==> src/sv/spd_ram.sv <==
// Generic single-port-write, single-port-read RAM with registered read.
// No dependencies.
`default_nettype none
module spd_ram #(
  parameter int unsigned Width = 8,
  parameter int unsigned Depth = 16,
  parameter int unsigned Aw    = 4
) (
  input  wire logic             clk_i,
  input  wire logic             we_i,
  input  wire logic [Aw-1:0]    waddr_i,
  input  wire logic [Width-1:0] wdata_i,
  input  wire logic [Aw-1:0]    raddr_i,
  output logic      [Width-1:0] rdata_o
);
  logic [Width-1:0] mem_q [Depth];

  always_ff @(posedge clk_i) begin
    if (we_i) begin
      mem_q[waddr_i] <= wdata_i;
    end
    rdata_o <= mem_q[raddr_i];
  end
endmodule
`default_nettype wire

==> config.mk <==
export PLATFORM = sky130hd
export DESIGN_NAME = spd_ram
export DESIGN_NICKNAME = d
export VERILOG_FILES = /design/src/sv/spd_ram.sv
export SDC_FILE = /design/constraint.sdc
export NUM_CORES = 1
export LEC_CHECK = 0
export BUFFER_PORTS_ARGS = -buffer_cell sky130_fd_sc_hd__buf_2
export CAP_MARGIN = 0
export CORE_UTILIZATION = 30
export DETAILED_ROUTE_END_ITERATION = 16
export PLACE_DENSITY = 0.51
export RECOVER_POWER = 25
export SLEW_MARGIN = 20
export SYNTH_ARGS = -nofsm -noshare
export SYNTH_HDL_FRONTEND = slang
export SYNTH_SLANG_ARGS = --single-unit
==> constraint.sdc <==
create_clock -name clk_i -period 2.2 [get_ports clk_i]
set_clock_uncertainty 0.15 [all_clocks]
set_input_delay 0.11 -clock clk_i [delete_from_list [all_inputs] [get_ports clk_i]]
set_output_delay 0.11 -clock clk_i [all_outputs]
set_load 0.01 [all_outputs]
# ---- After elaboration in Yosys (flattened, before gate mapping)
# Memories as Yosys holds them, arrays and structs flattened. A register that Yosys moved wholly into a read port is not among the register bits.
# Cells that the tools add are included.
dict set report op_classes {
  n_bitwise 0
  mux 2
  mul 0
  shift 0
  n_addsub 0
  eq_ne 0
  reduce_logical 0
  div 0
  n_lt_le_gt_ge 0
}
# operator count
set op_table {}
lappend op_table {{$mux W1} 2}
dict set report word_totals {
  elab_cells 3
  register_bits 0
  mem_bits_ro 0
  latchBits 0
  out_inout_bits 8
  ramBits 128
  n_memories 1
}
# name words width rd rd_clocked_by_memory_dff write_ports line_no
set mem_list {}
lappend mem_list {mem_q 16 8 1 1 1 16} ;# logic [Width-1:0] mem_q [Depth];

# ---- Logic depth before layout (Yosys ltp)
# Gate-level depths: netlist (run 1).
dict set report logic_depth {
  ltp_word 2
  ltp_mapped 5
  mapped_depth_nobuf 3
}

# ---- Worst setup path after synthesis (run 1)
# No wires, ideal clock.
dict set report synth_timing {
  path_type {input -> register}
  start {in waddr_i[2]}
  end {mem mem_q[0][0] (enable)}
  arrival_time_ps 1220
  required_ps 1667
  setup_slack_ps 447
  path_stages 2
  n_path_buf 0
  setup_time_ps 383
  cell_sequence {or3b_2 -> nor3_1}
}
# element line_no
set synth_rtl {}
lappend synth_rtl {{from (decl)} 11} ;# input wire logic [Aw-1:0] waddr_i,
lappend synth_rtl {{to (decl)} 16}
# Straight into the memory's write port.

==> flow_summary.toml, run 1 <==
[status]
outcome = "finished clean"

[critical_path]
r2r_slack_ps = 670
critPathTopFamily = "multiplexers"
reg2reg_from = "mem_q[6][0]"
critPathBufInv = 0
required_ps = 2320
crit_path_cell_trace = "mux4_1 -> a22oi_1 -> nand2_1"
crit_path_top_delay_cell = "mux4_1"
cp_max_fo = 1
slowest_delay_ps = 530
cp-end-kind = "flip-flop"
critical_path_class = "flip-flop to flip-flop"
ff2ff_path_depth = 3
start_kind = "flip-flop"
reg2reg_to = "rdata_o[0]"
worst_ep_arrival_time_ps = 1650

[sta]
final-hold-violation-count = 0
tightest_slew_ps = 741
min_period_ps = 1530
relSlewSlack = 0.506
clock.fmax_mhz = 655
final.period_utilization = 0.694
rsz0062_at_grt = "false"
setup_viol = 0
slew_viol_final = 0
final.setup.tns_ps = 0

[global_route]
grt_usage = 0.126
antenna_found_initial = 0
grt_first_pass_wirelength_um = 15400
grt.overflow.total = 0
grt_max_degree = 33
grt_pass1_vias = 2556

[worst_hold_path]
worstHoldStart = "waddr_i[1]"
holdPathStages = 3
min_path_type = "primary input to flip-flop"
min_to = "mem_q[0][5]"

[pwr]
seqPwrFrac = 0.494
netSwitchingPower_mw = 1.14
ir_worst_vdd_uv = 633
fin_total_pwr_mw = 5.90
intPower_mw = 4.76
clockPowerShare = 0.458
p_per_area_nw_per_um2 = 942
power_frac_comb = 0.048
leakage_nw = 2.09
netSwitchingFraction = 0.193

[drt]
firstDrtPassIters = 4
wl_um = 10100
drc = 0
vias_per_cell = 4.63
antenna_left = 0
post_drt_wl_per_cell_um = 19.2
vias = 2429
drt_iter0_drc = 252

[floorplanning]
core_area_um2 = 16600
die_area_um2 = 17700
die_h_um = 133
boundaryPins = 26
fp.dieW_um = 133
rows = 47
floorplan.initialDensity = 0.309

[placement]
io_buffers = 25
detailed_place_hpwl_um = 6550
gp_congestion = 0.707

[synthesis]
syn_nets = 247
ys_async_sr_fraction = 0
synth_mux_area_frac = 0.150
synth_simple_gate_area_frac = 0.0318
synth_seq_cells = 136
avgSynthCellArea_um2 = 22.5
yosysUniqueCellTypes = 19
syn_inst = 229
synth_xor_area_frac = 0
synth_top_family_by_area = "multiplexers"
netlist_area_um2 = 5150
synth-main-ff-cell = "edfxtp_1"
synth_compound_area_frac = 0.0233
synth_edf_count = 128
yosysSeqAreaShare = 0.778
ys_warn_count = 0
synthAdderAreaFrac = 0

[cts]
post_cts_resized = 0
clk_latency_ps = 410
cts_tree = "done"
htreeDepth = 4
clockBufferDepth = 2
clock-sinks = 136
clock-root-buffer = "clkbuf_16"
clk_pin_slew_ps = 50
cts_buffers = 17

[layout]
final_util = 0.377
drive_above_1_share = 0.272
area_growth_pct = 21.8
final_nets = 310
antenna_cells = 0

[run]
cap_violations = 0
-- stage by stage --
stage                     hold WS, ps  cell area [um^2]  std cells  setup slack, ps
after detailed placement          360              5640        485              400
after global placement            353              5640        485              406
after CTS                        91.8              6300        525              639
final                             116              6270        525              672
after global routing              117              6270        525              629
after floorplan                  58.9              5150        229              447
-- cell usage in the layout, fill, tap and decap left out, types with 2 or more instances in the layout --
master	n
clkbuf_1	12
nor3_1	4
nand2_1	9
buf_2	22
dfxtp_1	8
a22oi_1	16
clkinv_2	5
nand2b_1	2
dlygate4sd3_1	8
edfxtp_1	128
bufinv_16	2
mux4_1	14
mux4_2	18
nor2_1	13
clkbuf_8	3
clkinv_1	2
buf_12	2
clkbuf_16	17
buf_4	12
nand3b_1	2
-- per-layer routing --
metal,vias to the layer above,track usage,part of all wire
met5,-,0,0
met4,0,0.0485,0.016
met3,8,0.0410,0.042
met2,52,0.194,0.48
met1,1277,0.164,0.46
li1,1092,-,-
-- worst reg2reg max path, cell delays in order (launching register included) --
cell and delay, ps:
edfxtp_1 360, mux4_1 540, a22oi_1 210, nand2_1 140
-- worst max path at each step --
| stage | endpoint | slack [ps] | cells after the start | from |
|---|---|---|---|---|
| floorplan | mem_q[0][0] | 450 | 2 | waddr_i[2] |
| global placement | rdata_o[0] | 410 | 5 | raddr_i[0] |
| detailed placement | rdata_o[0] | 400 | 5 | raddr_i[0] |
| CTS | rdata_o[0] | 640 | 3 | mem_q[5][0] |
| global route | rdata_o[5] | 630 | 3 | mem_q[1][5] |
| finish | rdata_o[0] | 670 | 3 | mem_q[6][0] |
-- sequential cells by signal (all words and copies together) (netlist names) --
| signal | cells |
|---|---|
| mem_q | 128 |
| rdata_o | 8 |
-- cells in the mapped netlist (all sizes together), types with 2 or more instances --
| cell type | number | area share |
|---|---|---|
| clkdlybuf4s25 | 3 | 0.0058 |
| dfxtp | 8 | 0.031 |
| nor3 | 4 | 0.0039 |
| nand3b | 2 | 0.0029 |
| buf | 7 | 0.011 |
| nor2 | 13 | 0.0095 |
| nand2 | 9 | 0.0066 |
| a22oi | 16 | 0.023 |
| edfxtp | 128 | 0.75 |
| mux4 | 32 | 0.15 |
| nand2b | 2 | 0.0024 |
-- power groups by stage --
stage / Sequential, mW / Clock, mW / Combinational (mW)
floorplan: 2.97 / 0 / 0.147
global placement: 2.97 / 0 / 0.277
detailed placement: 2.97 / 0 / 0.282
CTS: 2.92 / 2.77 / 0.294
global route: 2.92 / 2.89 / 0.309
finish: 2.92 / 2.71 / 0.282
-- repair_timing --
action | CTS | global route
endpoints found under the hold margin | 128 | 0
setup buffers | 0 | 0
hold buffers | 8 | 0
-- kinds of logic after synthesis --
| family | after synthesis |
|---|---|
| AND/OR/NAND/NOR | 35 |
| multiplexers | 32 |
| buffers and inverters | 10 |
| flip-flops | 136 |
| AO/OA/AOI/OAI | 16 |
-- area by class of cell --
cell class,count,area (um^2)
Fill cell,1540,10400
Sequential cell,136,4000
Multi-Input combinational cell,83,1060
Clock buffer,22,474
Timing Repair Buffer,54,358
Tap cell,220,275
Clock inverter,10,100
Power figures use the tool's default switching activity.
==> run 2, diff against run 1 <==
--- a/config.mk
+++ b/config.mk
@@ -9,7 +9,7 @@
 export CAP_MARGIN = 0
 export CORE_UTILIZATION = 30
 export DETAILED_ROUTE_END_ITERATION = 16
-export PLACE_DENSITY = 0.51
+export PLACE_DENSITY = 0.52
 export RECOVER_POWER = 25
 export SLEW_MARGIN = 20
 export SYNTH_ARGS = -nofsm -noshare
==> constraint.sdc (replaced) <==
create_clock -name clk_i -period 1.38 [get_ports clk_i]
set_clock_uncertainty 0.15 [all_clocks]
set_input_delay 0.069 -clock clk_i [delete_from_list [all_inputs] [get_ports clk_i]]
set_output_delay 0.069 -clock clk_i [all_outputs]
set_load 0.01 [all_outputs]
==> run 2 against run 1 <==
Effect of this change: the run now ends with negative setup slack left; utilization increased by 0.57 points; sequential share of layout area decreased by 0.95 points; global-route usage increased by 0.11 points; combinational power increased by 77%; via count increased by 1.0%; count of clock-buffer cells in the layout decreased by 5; maximum frequency increased by 7.8%; routed wire length increased by 2.0%; largest cell class unchanged; largest power group unchanged; highest routed layer unchanged.
==> flow_summary.toml, run 2 (synthesis results as in run 1) <==
[cts]
htreeDepth = 4
clockBufferDepth = 2
cts_setup_buffers = 0
cts_buffers = 17
clk_latency_ps = 410
clk_pin_slew_ps = 60
clock-sinks = 136
clock-root-buffer = "clkbuf_16"
cts_tree = "done"

[drt]
vias = 2454
post_drt_wl_per_cell_um = 19.4
firstDrtPassIters = 4
antenna_left = 0
wl_um = 10300
vias_per_cell = 4.63
drc = 0
drt_iter0_drc = 259

[critical_path]
crit_path_top_delay_cell = "mux4_2"
start_kind = "flip-flop"
required_ps = 1520
slowest_delay_ps = 470
cp-end-kind = "flip-flop"
worst_ep_arrival_time_ps = 1560
cp_max_fo = 1
critical_path_class = "flip-flop to flip-flop"
crit_path_cell_trace = "mux4_2 -> a22oi_2 -> nand2_1"

[floorplanning]
floorplan.initialDensity = 0.309
fp.dieW_um = 133
die_area_um2 = 17700
die_h_um = 133
rows = 47
boundaryPins = 26
core_area_um2 = 16600

[pwr]
leakage_nw = 2.08
fin_total_pwr_mw = 9.50
ir_worst_vdd_uv = 865
p_per_area_nw_per_um2 = 1490

[sta]
clock.fmax_mhz = 706
slew_viol_final = 0
final.period_utilization = 1.03
rsz0062_at_grt = "true"
final-hold-violation-count = 0
setup_viol = 4
tightest_slew_ps = 908
layout_setup_ws_ps = -37.4
relSlewSlack = 0.393
min_period_ps = 1420

[worst_hold_path]
min_path_type = "primary input to flip-flop"

[global_route]
antenna_found_initial = 0
grt_pass1_vias = 2613
grt_max_degree = 18
grt.overflow.total = 0
grt_first_pass_wirelength_um = 15800
grt_usage = 0.127

[placement]
dpl.cell_count = 490
detailed_place_hpwl_um = 6700
gp_congestion = 0.683
post_dp_cell_area_um2 = 5720
io_buffers = 25
dpl_worst_slack_ps = -268

[layout]
stdcell_area_um2 = 6360
layout_common_cells = "128 x edfxtp_1, 30 x mux4_2, 20 x buf_2"
final_util = 0.382
fin_cells = 530
area_growth_pct = 23.6
layout_commonest_cell = "edfxtp_1"
regMostFlops = "mem_q"
antenna_cells = 0
reg_top3 = "mem_q x128, rdata_o x8"
final_nets = 315
nFillCells = 1511
drive_above_1_share = 0.381
largest_register_ffs = 128

[status]
violations = "negative setup slack"
outcome = "complete, but fails checks"

[run]
cap_violations = 0
-- run 2: through the flow --
step	hold slack, ps	TNS [ps]
after floorplan	17.9	-3230
after global placement	314	-4230
after detailed placement	318	-4950
after CTS	43.3	-159
after global routing	77.2	-401
final	44.7	-75.8
-- run 2: final timing paths --
check,cells after the start,to,slack [ps],from
hold / removal,4,rdata_o[7],40,raddr_i[1]
setup reg to reg,3,rdata_o[3],-40,mem_q[2][3]
setup / recovery,3,rdata_o[3],-40,mem_q[2][3]
hold reg to reg,3,rdata_o[6],530,mem_q[5][6]
-- run 2: critical path, delay by kind of cell, from the launching register on --
| kind | cells | cell delay, ps |
|---|---|---|
| DFF | 1 | 360 |
| muxes | 1 | 470 |
| AOI/OAI and AO/OA | 1 | 250 |
| and+or+nand+nor | 1 | 70 |
-- run 2: final cells by class --
cell class	count	area (um^2)	share of cell area
multi-input cells	83	1080	0.169
well taps	220	275	0.0433
clock inverters	15	153	0.0240
repair buffers	59	429	0.0674
clock buffers	17	425	0.0669
flip-flops and latches	136	4000	0.629
-- run 2: where the power goes --
part / internal [mW] / leakage, nW / switching [mW]
clock: 2.66 / 0.272 / 1.69
sequential: 4.62 / 1.22 / 0.0334
combinational: 0.229 / 0.584 / 0.268
-- run 2: per-layer routing --
metal  up-vias  part of all wire  track usage
li1       1097                 -            -
met1      1283              0.46        0.167
met2        62              0.48        0.200
met3        12             0.043       0.0406
met4         0             0.014       0.0364
met5         -                 0            0
-- run 2: repair_timing --
| action | CTS | global route |
|---|---|---|
| hold endpoints to repair | 128 | 0 |
| gates resized for setup | 16 | 6 |
| hold buffers | 8 | 0 |
| pin swaps | 10 | 4 |
| endpoints found under the setup margin | 8 | 8 |
